`src/hdl/dm1_pkg.sv`:
```
`timescale 1ns / 1ps
`default_nettype none
// ----------------------------------------------------------------------------
// dm1_pkg
// Shared types and constants of the diagnostic trouble code parser.
// ----------------------------------------------------------------------------
package dm1_pkg;

  // record kinds
  localparam logic KIND_CODE = 1'b0;
  localparam logic KIND_END  = 1'b1;

  // field widths and constants
  localparam int unsigned SPN_W = 19;
  localparam int unsigned FMI_W = 5;
  localparam int unsigned OC_W  = 7;
  localparam logic [SPN_W-1:0] SPN_PAD = 19'h7FFFF;
  localparam logic [FMI_W-1:0] FMI_ALL = 5'h1F;

  // byte position inside a message, one-hot
  typedef enum logic [5:0] {
    PH_LAMP = 6'b000001,
    PH_SKIP = 6'b000010,
    PH_G0   = 6'b000100,
    PH_G1   = 6'b001000,
    PH_G2   = 6'b010000,
    PH_G3   = 6'b100000
  } phase_e;

  // one result record
  typedef struct packed {
    logic             record_kind;
    logic [SPN_W-1:0] suspect_number;
    logic [FMI_W-1:0] failure_mode;
    logic [OC_W-1:0]  occurrences;
    logic [7:0]       lamp_bits;
    logic             last;
  } result_t;

  // records produced by one accepted byte, slot 0 first
  typedef struct packed {
    logic [1:0] count;
    result_t    slot0;
    result_t    slot1;
  } push_t;

endpackage
`default_nettype wire

```
`src/hdl/dm1_if.sv`:
```
`timescale 1ns / 1ps
`default_nettype none
// ----------------------------------------------------------------------------
// dm1_in_if / dm1_out_if
// Valid/ready channels for message bytes and for result records.
// ----------------------------------------------------------------------------
interface dm1_in_if;
  logic       valid;
  logic       ready;
  logic [7:0] data_byte;
  logic       end_of_message;

  modport source (output valid, output data_byte, output end_of_message, input ready);
  modport sink   (input valid, input data_byte, input end_of_message, output ready);
endinterface

interface dm1_out_if;
  logic        valid;
  logic        ready;
  logic        record_kind;
  logic [18:0] suspect_number;
  logic [4:0]  failure_mode;
  logic [6:0]  occurrences;
  logic [7:0]  lamp_bits;
  logic        last;

  modport source (output valid, output record_kind, output suspect_number,
                  output failure_mode, output occurrences, output lamp_bits,
                  output last, input ready);
  modport sink   (input valid, input record_kind, input suspect_number,
                  input failure_mode, input occurrences, input lamp_bits,
                  input last, output ready);
endinterface
`default_nettype wire

```
`src/hdl/dm1_parse.sv`:
```
`timescale 1ns / 1ps
`default_nettype none
// ----------------------------------------------------------------------------
// dm1_parse
// Byte position tracking, group assembly and record decode for one byte.
// ----------------------------------------------------------------------------
module dm1_parse (
  input  wire logic          clk_i,
  input  wire logic          rst_ni,
  input  wire logic          take_i,
  input  wire logic [7:0]    data_byte_i,
  input  wire logic          end_of_message_i,
  output dm1_pkg::push_t     push_o
);

  dm1_pkg::phase_e phase_q, phase_d;
  logic [7:0]  lamp_q, lamp_d;
  logic [23:0] held_q, held_d;

  logic [18:0] spn;
  logic [4:0]  fmi;
  logic        code_ok;
  logic        code_vld;
  logic [7:0]  lamp_out;
  dm1_pkg::result_t code_rec, end_rec;

  // fields of a completed group
  assign spn = {held_q[23:21], held_q[15:8], held_q[7:0]};
  assign fmi = held_q[20:16];
  assign code_ok = !((spn == '0) && (fmi == '0)) &&
                   !((spn == dm1_pkg::SPN_PAD) && (fmi == dm1_pkg::FMI_ALL));

  // one-byte message reports lamp status zero
  assign lamp_out = (phase_q == dm1_pkg::PH_LAMP) ? 8'h00 : lamp_q;

  // next position and held bytes
  always_comb begin
    phase_d  = phase_q;
    lamp_d   = lamp_q;
    held_d   = held_q;
    code_vld = 1'b0;
    unique case (phase_q)
      dm1_pkg::PH_LAMP: begin
        lamp_d  = data_byte_i;
        phase_d = dm1_pkg::PH_SKIP;
      end
      dm1_pkg::PH_SKIP: begin
        phase_d = dm1_pkg::PH_G0;
      end
      dm1_pkg::PH_G1: begin
        held_d[15:8] = data_byte_i;
        phase_d      = dm1_pkg::PH_G2;
      end
      dm1_pkg::PH_G2: begin
        held_d[23:16] = data_byte_i;
        phase_d       = dm1_pkg::PH_G3;
      end
      dm1_pkg::PH_G3: begin
        code_vld = code_ok;
        phase_d  = dm1_pkg::PH_G0;
      end
      default: begin
        held_d  = {16'h0000, data_byte_i};
        phase_d = dm1_pkg::PH_G1;
      end
    endcase
    if (end_of_message_i) begin
      phase_d = dm1_pkg::PH_LAMP;
      lamp_d  = 8'h00;
    end
  end

  // record contents
  always_comb begin
    code_rec                = '0;
    code_rec.record_kind    = dm1_pkg::KIND_CODE;
    code_rec.suspect_number = spn;
    code_rec.failure_mode   = fmi;
    code_rec.occurrences    = data_byte_i[6:0];
    end_rec                 = '0;
    end_rec.record_kind     = dm1_pkg::KIND_END;
    end_rec.lamp_bits       = lamp_out;
    end_rec.last            = 1'b1;
  end

  // records handed to the queue for this byte
  always_comb begin
    push_o.slot0 = code_vld ? code_rec : end_rec;
    push_o.slot1 = end_rec;
    push_o.count = 2'b00;
    if (take_i) begin
      push_o.count = {1'b0, code_vld} + {1'b0, end_of_message_i};
    end
  end

  // state registers
  always_ff @(posedge clk_i or negedge rst_ni) begin
    if (!rst_ni) begin
      phase_q <= dm1_pkg::PH_LAMP;
      lamp_q  <= 8'h00;
    end else if (take_i) begin
      phase_q <= phase_d;
      lamp_q  <= lamp_d;
    end
  end

  // group bytes, always written before they are read
  always_ff @(posedge clk_i) begin
    if (take_i) begin
      held_q <= held_d;
    end
  end

endmodule
`default_nettype wire

```
`src/hdl/dm1_queue.sv`:
```
`timescale 1ns / 1ps
`default_nettype none
// ----------------------------------------------------------------------------
// dm1_queue
// Four-entry result queue, up to two pushes and one pop per cycle.
// ----------------------------------------------------------------------------
module dm1_queue (
  input  wire logic              clk_i,
  input  wire logic              rst_ni,
  input  wire dm1_pkg::push_t    push_i,
  output logic                   space_o,
  output logic                   valid_o,
  input  wire logic              ready_i,
  output dm1_pkg::result_t       data_o
);

  dm1_pkg::result_t mem_q [4];
  logic [1:0] wr_q, wr_d;
  logic [1:0] rd_q, rd_d;
  logic [2:0] cnt_q, cnt_d;
  logic       pop;

  assign valid_o = (cnt_q != 3'd0);
  assign data_o  = mem_q[rd_q];
  assign space_o = (cnt_q <= 3'd2);
  assign pop     = valid_o && ready_i;

  // pointer and fill count update
  always_comb begin
    wr_d  = wr_q + push_i.count;
    rd_d  = rd_q + {1'b0, pop};
    cnt_d = cnt_q + {1'b0, push_i.count} - {2'b00, pop};
  end

  always_ff @(posedge clk_i or negedge rst_ni) begin
    if (!rst_ni) begin
      wr_q  <= 2'd0;
      rd_q  <= 2'd0;
      cnt_q <= 3'd0;
    end else begin
      wr_q  <= wr_d;
      rd_q  <= rd_d;
      cnt_q <= cnt_d;
    end
  end

  // entry writes
  always_ff @(posedge clk_i) begin
    if (push_i.count != 2'd0) begin
      mem_q[wr_q] <= push_i.slot0;
    end
    if (push_i.count == 2'd2) begin
      mem_q[wr_q + 2'd1] <= push_i.slot1;
    end
  end

endmodule
`default_nettype wire

```
`src/hdl/dm1_trouble_code_parser.sv`:
```
`timescale 1ns / 1ps
`default_nettype none
// ----------------------------------------------------------------------------
// dm1_trouble_code_parser
// Splits a diagnostic message byte stream into trouble code and end records.
// ----------------------------------------------------------------------------
// The block takes one message byte per cycle while in_i.ready is high. Each
// byte is decoded in the cycle it is accepted and its records (none, one or
// two) are written into a four-entry result queue, from which they reach the
// output in order. The queue drains one record per cycle while out_o.ready
// is high; in_i.ready is low only while fewer than two entries are free, which
// at a steady output rate of one record per cycle never happens, so the
// sustained rate is one byte per cycle. A byte that yields both a code and an
// end record writes both into the queue together.
module dm1_trouble_code_parser (
  input  wire logic clk_i,
  input  wire logic rst_ni,
  dm1_in_if.sink    in_i,
  dm1_out_if.source out_o
);

  logic             take;
  logic             space;
  dm1_pkg::push_t   push;
  dm1_pkg::result_t head;

  assign in_i.ready = space;
  assign take       = in_i.valid && space;

  // byte decode and message state
  dm1_parse u_parse (
    .clk_i            (clk_i),
    .rst_ni           (rst_ni),
    .take_i           (take),
    .data_byte_i      (in_i.data_byte),
    .end_of_message_i (in_i.end_of_message),
    .push_o           (push)
  );

  // result queue
  dm1_queue u_queue (
    .clk_i   (clk_i),
    .rst_ni  (rst_ni),
    .push_i  (push),
    .space_o (space),
    .valid_o (out_o.valid),
    .ready_i (out_o.ready),
    .data_o  (head)
  );

  // output payload
  assign out_o.record_kind    = head.record_kind;
  assign out_o.suspect_number = head.suspect_number;
  assign out_o.failure_mode   = head.failure_mode;
  assign out_o.occurrences    = head.occurrences;
  assign out_o.lamp_bits      = head.lamp_bits;
  assign out_o.last           = head.last;

endmodule
`default_nettype wire

```
`src/flat_wrapper.sv`:
```
// flat-port wrapper written by rule: the top's interface ports become plain ports
module dm1_trouble_code_parser_flat 
  (clk_i, rst_ni, in_i_valid, in_i_data_byte, in_i_end_of_message, in_i_ready, out_o_valid, out_o_record_kind, out_o_suspect_number, out_o_failure_mode, out_o_occurrences, out_o_lamp_bits, out_o_last, out_o_ready);
  dm1_in_if in_i_i ();
  dm1_out_if out_o_i ();
  input  wire logic clk_i;
  input  wire logic rst_ni;
  input wire logic [$bits(in_i_i.valid)-1:0] in_i_valid;
  input wire logic [$bits(in_i_i.data_byte)-1:0] in_i_data_byte;
  input wire logic [$bits(in_i_i.end_of_message)-1:0] in_i_end_of_message;
  output wire logic [$bits(in_i_i.ready)-1:0] in_i_ready;
  output wire logic [$bits(out_o_i.valid)-1:0] out_o_valid;
  output wire logic [$bits(out_o_i.record_kind)-1:0] out_o_record_kind;
  output wire logic [$bits(out_o_i.suspect_number)-1:0] out_o_suspect_number;
  output wire logic [$bits(out_o_i.failure_mode)-1:0] out_o_failure_mode;
  output wire logic [$bits(out_o_i.occurrences)-1:0] out_o_occurrences;
  output wire logic [$bits(out_o_i.lamp_bits)-1:0] out_o_lamp_bits;
  output wire logic [$bits(out_o_i.last)-1:0] out_o_last;
  input wire logic [$bits(out_o_i.ready)-1:0] out_o_ready;
  assign in_i_i.valid = in_i_valid;
  assign in_i_i.data_byte = in_i_data_byte;
  assign in_i_i.end_of_message = in_i_end_of_message;
  assign in_i_ready = in_i_i.ready;
  assign out_o_valid = out_o_i.valid;
  assign out_o_record_kind = out_o_i.record_kind;
  assign out_o_suspect_number = out_o_i.suspect_number;
  assign out_o_failure_mode = out_o_i.failure_mode;
  assign out_o_occurrences = out_o_i.occurrences;
  assign out_o_lamp_bits = out_o_i.lamp_bits;
  assign out_o_last = out_o_i.last;
  assign out_o_i.ready = out_o_ready;
  dm1_trouble_code_parser u_core (.clk_i(clk_i), .rst_ni(rst_ni), .in_i(in_i_i), .out_o(out_o_i));
endmodule
```
`config.mk`:
```
export PLATFORM = sky130hd
export DESIGN_NAME = dm1_trouble_code_parser_flat
export DESIGN_NICKNAME = d
export VERILOG_FILES = /design/src/hdl/dm1_pkg.sv /design/src/hdl/dm1_if.sv /design/src/hdl/dm1_parse.sv /design/src/hdl/dm1_queue.sv /design/src/hdl/dm1_trouble_code_parser.sv /design/src/flat_wrapper.sv
export SDC_FILE = /design/constraint.sdc
export NUM_CORES = 1
export LEC_CHECK = 0
export ABC_AREA = 0
export BUFFER_PORTS_ARGS = -buffer_cell sky130_fd_sc_hd__buf_4
export CAP_MARGIN = 0
export CORE_UTILIZATION = 56
export DETAILED_ROUTE_END_ITERATION = 6
export HOLD_SLACK_MARGIN = 0.02
export PLACE_DENSITY = 0.77
export SLEW_MARGIN = 20
export SYNTH_ARGS = -nofsm -noshare
export SYNTH_HDL_FRONTEND = slang
export SYNTH_HIERARCHICAL = 1
export SYNTH_SLANG_ARGS = --single-unit
```
`constraint.sdc`:
```
create_clock -name clk_i -period 5.84 [get_ports clk_i]
set_clock_uncertainty 0.05 [all_clocks]
set_input_delay 0.292 -clock clk_i [delete_from_list [all_inputs] [get_ports clk_i]]
set_output_delay 0.292 -clock clk_i [all_outputs]
set_load 0.02 [all_outputs]
```
==> run_results.csv, run 1 <==
group,metric,value,unit
status,outcome,"complete, no violations",
yosys,async_flop_share,0.100,
setup_path,reg2reg_depth,8,
power_and_ir_drop,swShare,0.322,
yosys,synthAdderAreaFrac,0.00650,
sta,period_share,0.739,
setup_path,required,6.04,ns
cells_and_area,drive_gt1_frac,0.383,
yosys,yosys_warnings,6,
cells_and_area,fin_nets,736,
sta,finalHoldViolations,0,
grt,grt_pass1_wl,35.6,mm
yosys,yosys.area_share.simple,0.0726,
yosys,muxShareOfSynthArea,0.259,
power_and_ir_drop,p_per_area,424,nW/um^2
floorplanning,die_w,141,microns
cells_and_area,multi_input_area,4190,sq um
floorplanning,fp-row-count,50,
sta,maxSlewViolCount,0,
cts,numCtsBuffers,22,
cts,clockRootBuffer,"clkbuf_16",
power_and_ir_drop,clkPwrFrac,0.251,
cells_and_area,area_growth,10.6,%
setup_path,start_kind,"flip-flop",
sta,worst_slew_pin_slew,1.08,ns
routing,ant_nets,0,
cts,postCtsHoldBufs,9,
yosys,synthCells,668,
routing,drc,0,
grt,grt_pass1_vias,6233,
hold_path,hold-path-endpoint,"u_core/u_parse/lamp_q[0]$_DFFE_PN0P_",
cells_and_area,fillers,1387,
cells_and_area,final-seq-area,6170,sq um
power_and_ir_drop,seqPwrFrac,0.404,
power_and_ir_drop,internal_power,3.43,mW
hold_path,hp-class,"in2reg",
setup_path,cp_max_fo,22,
floorplanning,ios,56,
power_and_ir_drop,ir_worst_vdd,277,uV
sta,fmax,232,MHz
routing,drt-pass1-iter-count,7,
sta,setup_viol_count_final,0,
yosys,synth_xor_area_frac,0.00650,
place,portBuffers,55,
power_and_ir_drop,combinationalPowerShare,0.345,
cells_and_area,final_cell_mix,"edfxtp_1, mux2_2, buf_4",
sta,max_slew_margin,0.281,
place,post-place-ws,1.60,ns
yosys,netlist_area,10800,sq um
cts,clk_latency,0.51,ns
sta,fin_crit,4.32,ns
power_and_ir_drop,p_switching,1.63,mW
floorplanning,core_area,18800,sq um
grt,grt_max_degree,44,
floorplanning,die_y,141,microns
yosys,syn_area_per_cell,16.1,sq um
grt,antenna_found_initial,0,
cts,htreeDepth,1,
yosys,ys_seq_area_frac,0.572,
hold_path,hold_start,"in_i_end_of_message",
yosys,synth_edf_count,188,
yosys,synthDistinctLibCells,48,
setup_path,rr_endpoint,"u_core/u_queue/mem_q[3][18]$_DFFE_PP_",
yosys,synth_top_family_by_area,"multiplexers",
routing,num_vias,6061,
routing,wl_per_cell,23.5,microns
place,gp_congestion,0.839,
yosys,synth_compound_area_frac,0.0290,
grt,globalRouteTotalUtil,0.239,
flow_run,drv_cap,0,
cts,path_clk_slew,0.06,ns
floorplanning,start_util,0.574,
setup_path,end_kind,"flip-flop",
cts,clock_path_buffers,3,
floorplanning,design.die.area,19800,sq um
setup_path,critical_path_class,"reg2reg",
sta,rsz0062_at_grt,"false",
routing,vias_per_cell,6.26,
setup_path,cp.arrival,4.52,ns
routing,drt-total-wl,22.7,mm
sta,fin_ws,1.52,ns
hold_path,hold_depth,2,
cells_and_area,final_common_cell,"edfxtp_1",
place,post-dp-hpwl,13.5,mm
cts,ctsResizeCount,0,
cts,cts.sinks,209,
power_and_ir_drop,p_leak,4.37,nW
routing,drtIter0Drc,383,
yosys,ys_ff_latch,209,
sta,setup_tns,0,ns
yosys,ys.flop_type,"edfxtp_1",
cells_and_area,n_antenna_cell,0,
cts,cts_tree,"yes",
cts,post-cts-setup-buffers,0,
setup_path,rrSetupSlack,1.52,ns
setup_path,rr_startpoint,"u_core/u_parse/phase_q[1]$_DFFE_PN0P_",
grt,gr-total-overflow,0,
## sequential cells by signal, indices dropped and copies added (netlist names)
name / cells
u_core/u_parse/lamp_q: 8
u_core/u_queue/cnt_q: 3
u_core/u_queue/wr_q: 2
u_core/u_parse/held_q: 24
u_core/u_queue/rd_q: 2
u_core/u_parse/phase_q: 6
u_core/u_queue/mem_q: 164
## per-stage QoR
stage	hold WS (ns)	util	area (sq um)	power (mW)	cells
5_1_grt	0.0280	0.636	11900	5.29	968
4_1_cts	0.0266	0.636	11900	5.10	968
6_report	0.0450	0.636	11900	5.06	968
3_3_place_gp	0.147	0.596	11200	3.75	919
2_1_floorplan	-0.0536	-	10900	3.28	699
3_5_place_dp	0.153	0.596	11200	3.82	919
## power groups by stage
stage / Clock, mW / Combinational, mW / Sequential, mW
after global routing: 1.35 / 1.88 / 2.06
after detailed placement: 0 / 1.75 / 2.07
after floorplan: 0 / 1.26 / 2.02
final: 1.27 / 1.75 / 2.04
after global placement: 0 / 1.70 / 2.05
after CTS: 1.29 / 1.77 / 2.04
## worst max path at each step
| stage | start | endpoint | cells past startpoint |
|---|---|---|---|
| 6_report | u_core/u_parse/phase_q[1]$_DFFE_PN0P_ | u_core/u_queue/mem_q[3][18]$_DFFE_PP_ | 8 |
| 4_1_cts | u_core/u_parse/held_q[0]$_DFFE_PP_ | u_core/u_queue/mem_q[3][14]$_DFFE_PP_ | 9 |
| 3_3_place_gp | u_core/u_parse/phase_q[1]$_DFFE_PN0P_ | u_core/u_queue/mem_q[3][11]$_DFFE_PP_ | 8 |
| 2_1_floorplan | u_core/u_parse/phase_q[1]$_DFFE_PN0P_ | u_core/u_queue/mem_q[0][0]$_DFFE_PP_ | 8 |
| 3_5_place_dp | u_core/u_parse/held_q[0]$_DFFE_PP_ | u_core/u_queue/mem_q[3][14]$_DFFE_PP_ | 9 |
| 5_1_grt | u_core/u_parse/held_q[0]$_DFFE_PP_ | u_core/u_queue/mem_q[3][18]$_DFFE_PP_ | 9 |
## cell families (layout without fill, tap and decap cells)
family | after synthesis | count (layout)
multiplexers | 207 | 207
other | 2 | 33
XOR/XNOR | 8 | 8
buffers and inverters | 88 | 123
flip-flops | 209 | 209
adder cells (fa/ha/maj) | 5 | 5
AO/OA/AOI/OAI | 40 | 40
AND/OR/NAND/NOR | 109 | 109
## Yosys cell counts (3+ instances only)
cell type | count | area [sq um]
a22oi_1 | 8 | 60.1
and2_1 | 28 | 175
and4_1 | 31 | 272
buf_2 | 16 | 80.1
buf_4 | 34 | 255
buf_6 | 13 | 146
clkbuf_1 | 17 | 63.8
dfrtp_1 | 20 | 500
edfxtp_1 | 188 | 5650
ha_1 | 4 | 50.1
inv_1 | 8 | 30.0
mux2_1 | 36 | 405
mux2_2 | 128 | 1440
mux4_2 | 41 | 923
nand2_1 | 5 | 18.8
nand4_1 | 7 | 43.8
nor2_1 | 8 | 30.0
nor4_1 | 7 | 43.8
o21ai_0 | 4 | 20.0
o2bb2ai_1 | 10 | 87.6
o31a_1 | 8 | 70.1
or3_1 | 3 | 18.8
xnor2_1 | 7 | 61.3
## worst max-delay path, cell delays in order (launching register included)
cell	delay (ns)
dfrtp_1	0.46
or4_4	0.58
or3b_1	0.51
nor3_1	0.19
ha_1	0.25
and2_1	0.28
and4bb_2	0.87
buf_4	0.46
mux2_2	0.38
## routing by layer
metal	routed length, microns	track usage	vias up
met3	1360	0.0336	25
met1	9270	0.314	3121
met4	356	0.0624	0
met5	0	0	-
met2	11700	0.419	209
li1	-	-	2706
## layout make-up
type / instances / area share
clock buffer: 28 / 0.0498
inverter: 8 / 0.00252
sequential: 209 / 0.518
timing repair buffer: 75 / 0.0491
multi-input combinational: 402 / 0.352
clock inverter: 12 / 0.00472
tap: 234 / 0.0245
Note: power is estimated with default switching activity, not from simulation.
==> run 2: changes to the inputs <==
Settings changed: CORE_UTILIZATION 56 to 60, PLACE_DENSITY 0.77 to 0.78.
Clock period 5.84 ns to 4.5 ns, I/O delays scaled along.
==> run 2 against run 1 <==
Clock power grew 48%. Flip-flop and latch count stayed put. Non-clock buffer count rose by 5. Worst hold slack improved by 0.064 ns. Count of clock-buffer cells in the layout grew 4. Setup slack worse by 0.86 ns. Power is 35% higher. Sequential share of layout area down 0.85 points. Highest routed layer unchanged. Die area shrank 6.6%. Register-to-register slack got worse by 0.86 ns. Via count unchanged. Routed wire length is 0.21% higher.
==> run_results.csv, run 2 (same netlist as run 1, synthesis figures left out) <==
group,metric,value,unit
routing,drc,0,
setup_path,start_kind,"flip-flop",
grt,grt_max_degree,43,
setup_path,required,4.70,ns
sta,max_slew_margin,0.326,
cells_and_area,largestRegisters,"u_core/u_queue/mem_q (164), u_core/u_parse/held_q (24), u_core/u_parse/lamp_q (8)",
floorplanning,die_w,136,microns
floorplanning,design.die.area,18500,sq um
cells_and_area,final_common_cell,"edfxtp_1",
setup_path,reg2reg_depth,8,
cts,clk_latency,0.50,ns
routing,vias_per_cell,6.29,
power_and_ir_drop,p_leak,4.46,nW
place,portBuffers,55,
routing,ant_nets,0,
routing,num_vias,6061,
flow_run,drv_cap,0,
grt,antenna_found_initial,0,
floorplanning,start_util,0.619,
power_and_ir_drop,p_per_area,561,nW/um^2
status,outcome,"complete, no violations",
grt,globalRouteTotalUtil,0.258,
sta,fmax,261,MHz
setup_path,crit_path_end,"u_core/u_queue/mem_q[0][20]$_DFFE_PP_",
routing,drtIter0Drc,387,
cells_and_area,largest_reg_flops,164,
sta,period_share,0.853,
grt,gr-total-overflow,0,
setup_path,critical_path_class,"reg2reg",
cells_and_area,fin_nets,741,
power_and_ir_drop,ir_worst_vdd,479,uV
cells_and_area,n_antenna_cell,0,
sta,worst_slew_pin_slew,1.01,ns
cells_and_area,drive_gt1_frac,0.388,
cells_and_area,area_growth,12.5,%
routing,drt-total-wl,22.7,mm
floorplanning,fp-row-count,48,
place,post-dp-hpwl,13.4,mm
sta,setup_viol_count_final,0,
setup_path,cp.arrival,4.04,ns
sta,fin_hold_ws,0.109,ns
power_and_ir_drop,total_power,6.80,mW
cts,clock_path_buffers,3,
setup_path,cp_max_fo,21,
sta,maxSlewViolCount,0,
setup_path,rr_startpoint,"u_core/u_parse/phase_q[1]$_DFFE_PN0P_",
setup_path,end_kind,"flip-flop",
cells_and_area,final_cell_mix,"edfxtp_1, mux2_2, buf_4",
floorplanning,die_y,136,microns
sta,rsz0062_at_grt,"false",
cells_and_area,largest-register,"u_core/u_queue/mem_q",
hold_path,hp-class,"in2async",
floorplanning,ios,56,
grt,grt_pass1_wl,35.6,mm
grt,grt_pass1_vias,6344,
cts,cts.sinks,209,
routing,wl_per_cell,23.6,microns
place,gp_congestion,0.796,
cts,clockRootBuffer,"clkbuf_16",
cts,htreeDepth,1,
sta,finalHoldViolations,0,
setup_path,worstSetupStartpoint,"u_core/u_parse/phase_q[1]$_DFFE_PN0P_",
routing,drt-pass1-iter-count,5,
cts,path_clk_slew,0.06,ns
setup_path,rr_endpoint,"u_core/u_queue/mem_q[0][20]$_DFFE_PP_",
cells_and_area,fillers,1131,
sta,fin_crit,3.84,ns
cts,cts_tree,"yes",
floorplanning,core_area,17400,sq um
setup_path,rrSetupSlack,0.66,ns
cts,numCtsBuffers,22,
run 2: changes by cell type in the layout (fill, tap and decap cells not counted), moves of 2 or more:
cell,previous run,this run
clkinv_1,5,1
buf_4,66,63
dlygate4sd3_1,9,11
bufinv_16,0,3
buf_12,0,6
clkbuf_8,0,3
clkinv_2,6,4
run 2: layout make-up:
type                       instances  area, sq um  area share
inverter                           8         30.0     0.00247
tap                              225          282      0.0232
timing repair buffer              80          703      0.0580
multi-input combinational        402         4190       0.345
clock buffer                      32          639      0.0527
clock inverter                     8          114     0.00938
sequential                       209         6180       0.509
run 2: metrics by stage:
step	setup WS, ns	utilization	cell area [sq um]	TNS [ns]	std cells
CTS	0.668	0.697	12100	0	964
floorplan	-0.00677	-	10900	-0.277	699
finish	0.661	0.697	12100	0	964
global route	0.481	0.697	12100	0	964
global placement	0.804	0.647	11300	0	913
detailed placement	0.719	0.647	11300	0	913
run 2: worst min path at each step:
stage / startpoint / to
after floorplan: rst_ni / u_core/u_parse/lamp_q[0]$_DFFE_PN0P_
after global placement: rst_ni / u_core/u_queue/rd_q[1]$_DFF_PN0_
after detailed placement: rst_ni / u_core/u_queue/rd_q[1]$_DFF_PN0_
after CTS: rst_ni / u_core/u_queue/rd_q[1]$_DFF_PN0_
after global routing: rst_ni / u_core/u_queue/rd_q[1]$_DFF_PN0_
final: rst_ni / u_core/u_queue/rd_q[1]$_DFF_PN0_
run 2: power breakdown:
part | switching (mW) | internal [mW] | leakage [nW]
clock network | 0.724 | 1.16 | 0.372
registers | 0.350 | 2.47 | 2.00
logic | 1.05 | 1.05 | 2.09
total | 2.12 | 4.68 | 4.46
run 2: layer usage:
metal | track usage | part of all wire | wire length (microns)
met4 | 0.0630 | 0.016 | 374
met2 | 0.451 | 0.52 | 11800
met3 | 0.0321 | 0.050 | 1140
met1 | 0.344 | 0.41 | 9410
met5 | 0 | 0 | 0
run 2: what timing repair did:
item                                   4_1_cts  5_1_grt
setup buffers                                0        0
endpoints found under the hold margin       49        0
hold buffers                                11        0
resized for setup                            0        0
run 2: worst max-delay path, cell delays in order (launching register included):
cell	delay (ns)
dfrtp_1	0.46
or4_4	0.57
or3b_1	0.52
nor3_1	0.19
ha_1	0.25
and2_1	0.27
nand4b_1	0.52
buf_4	0.42
mux2_2	0.32
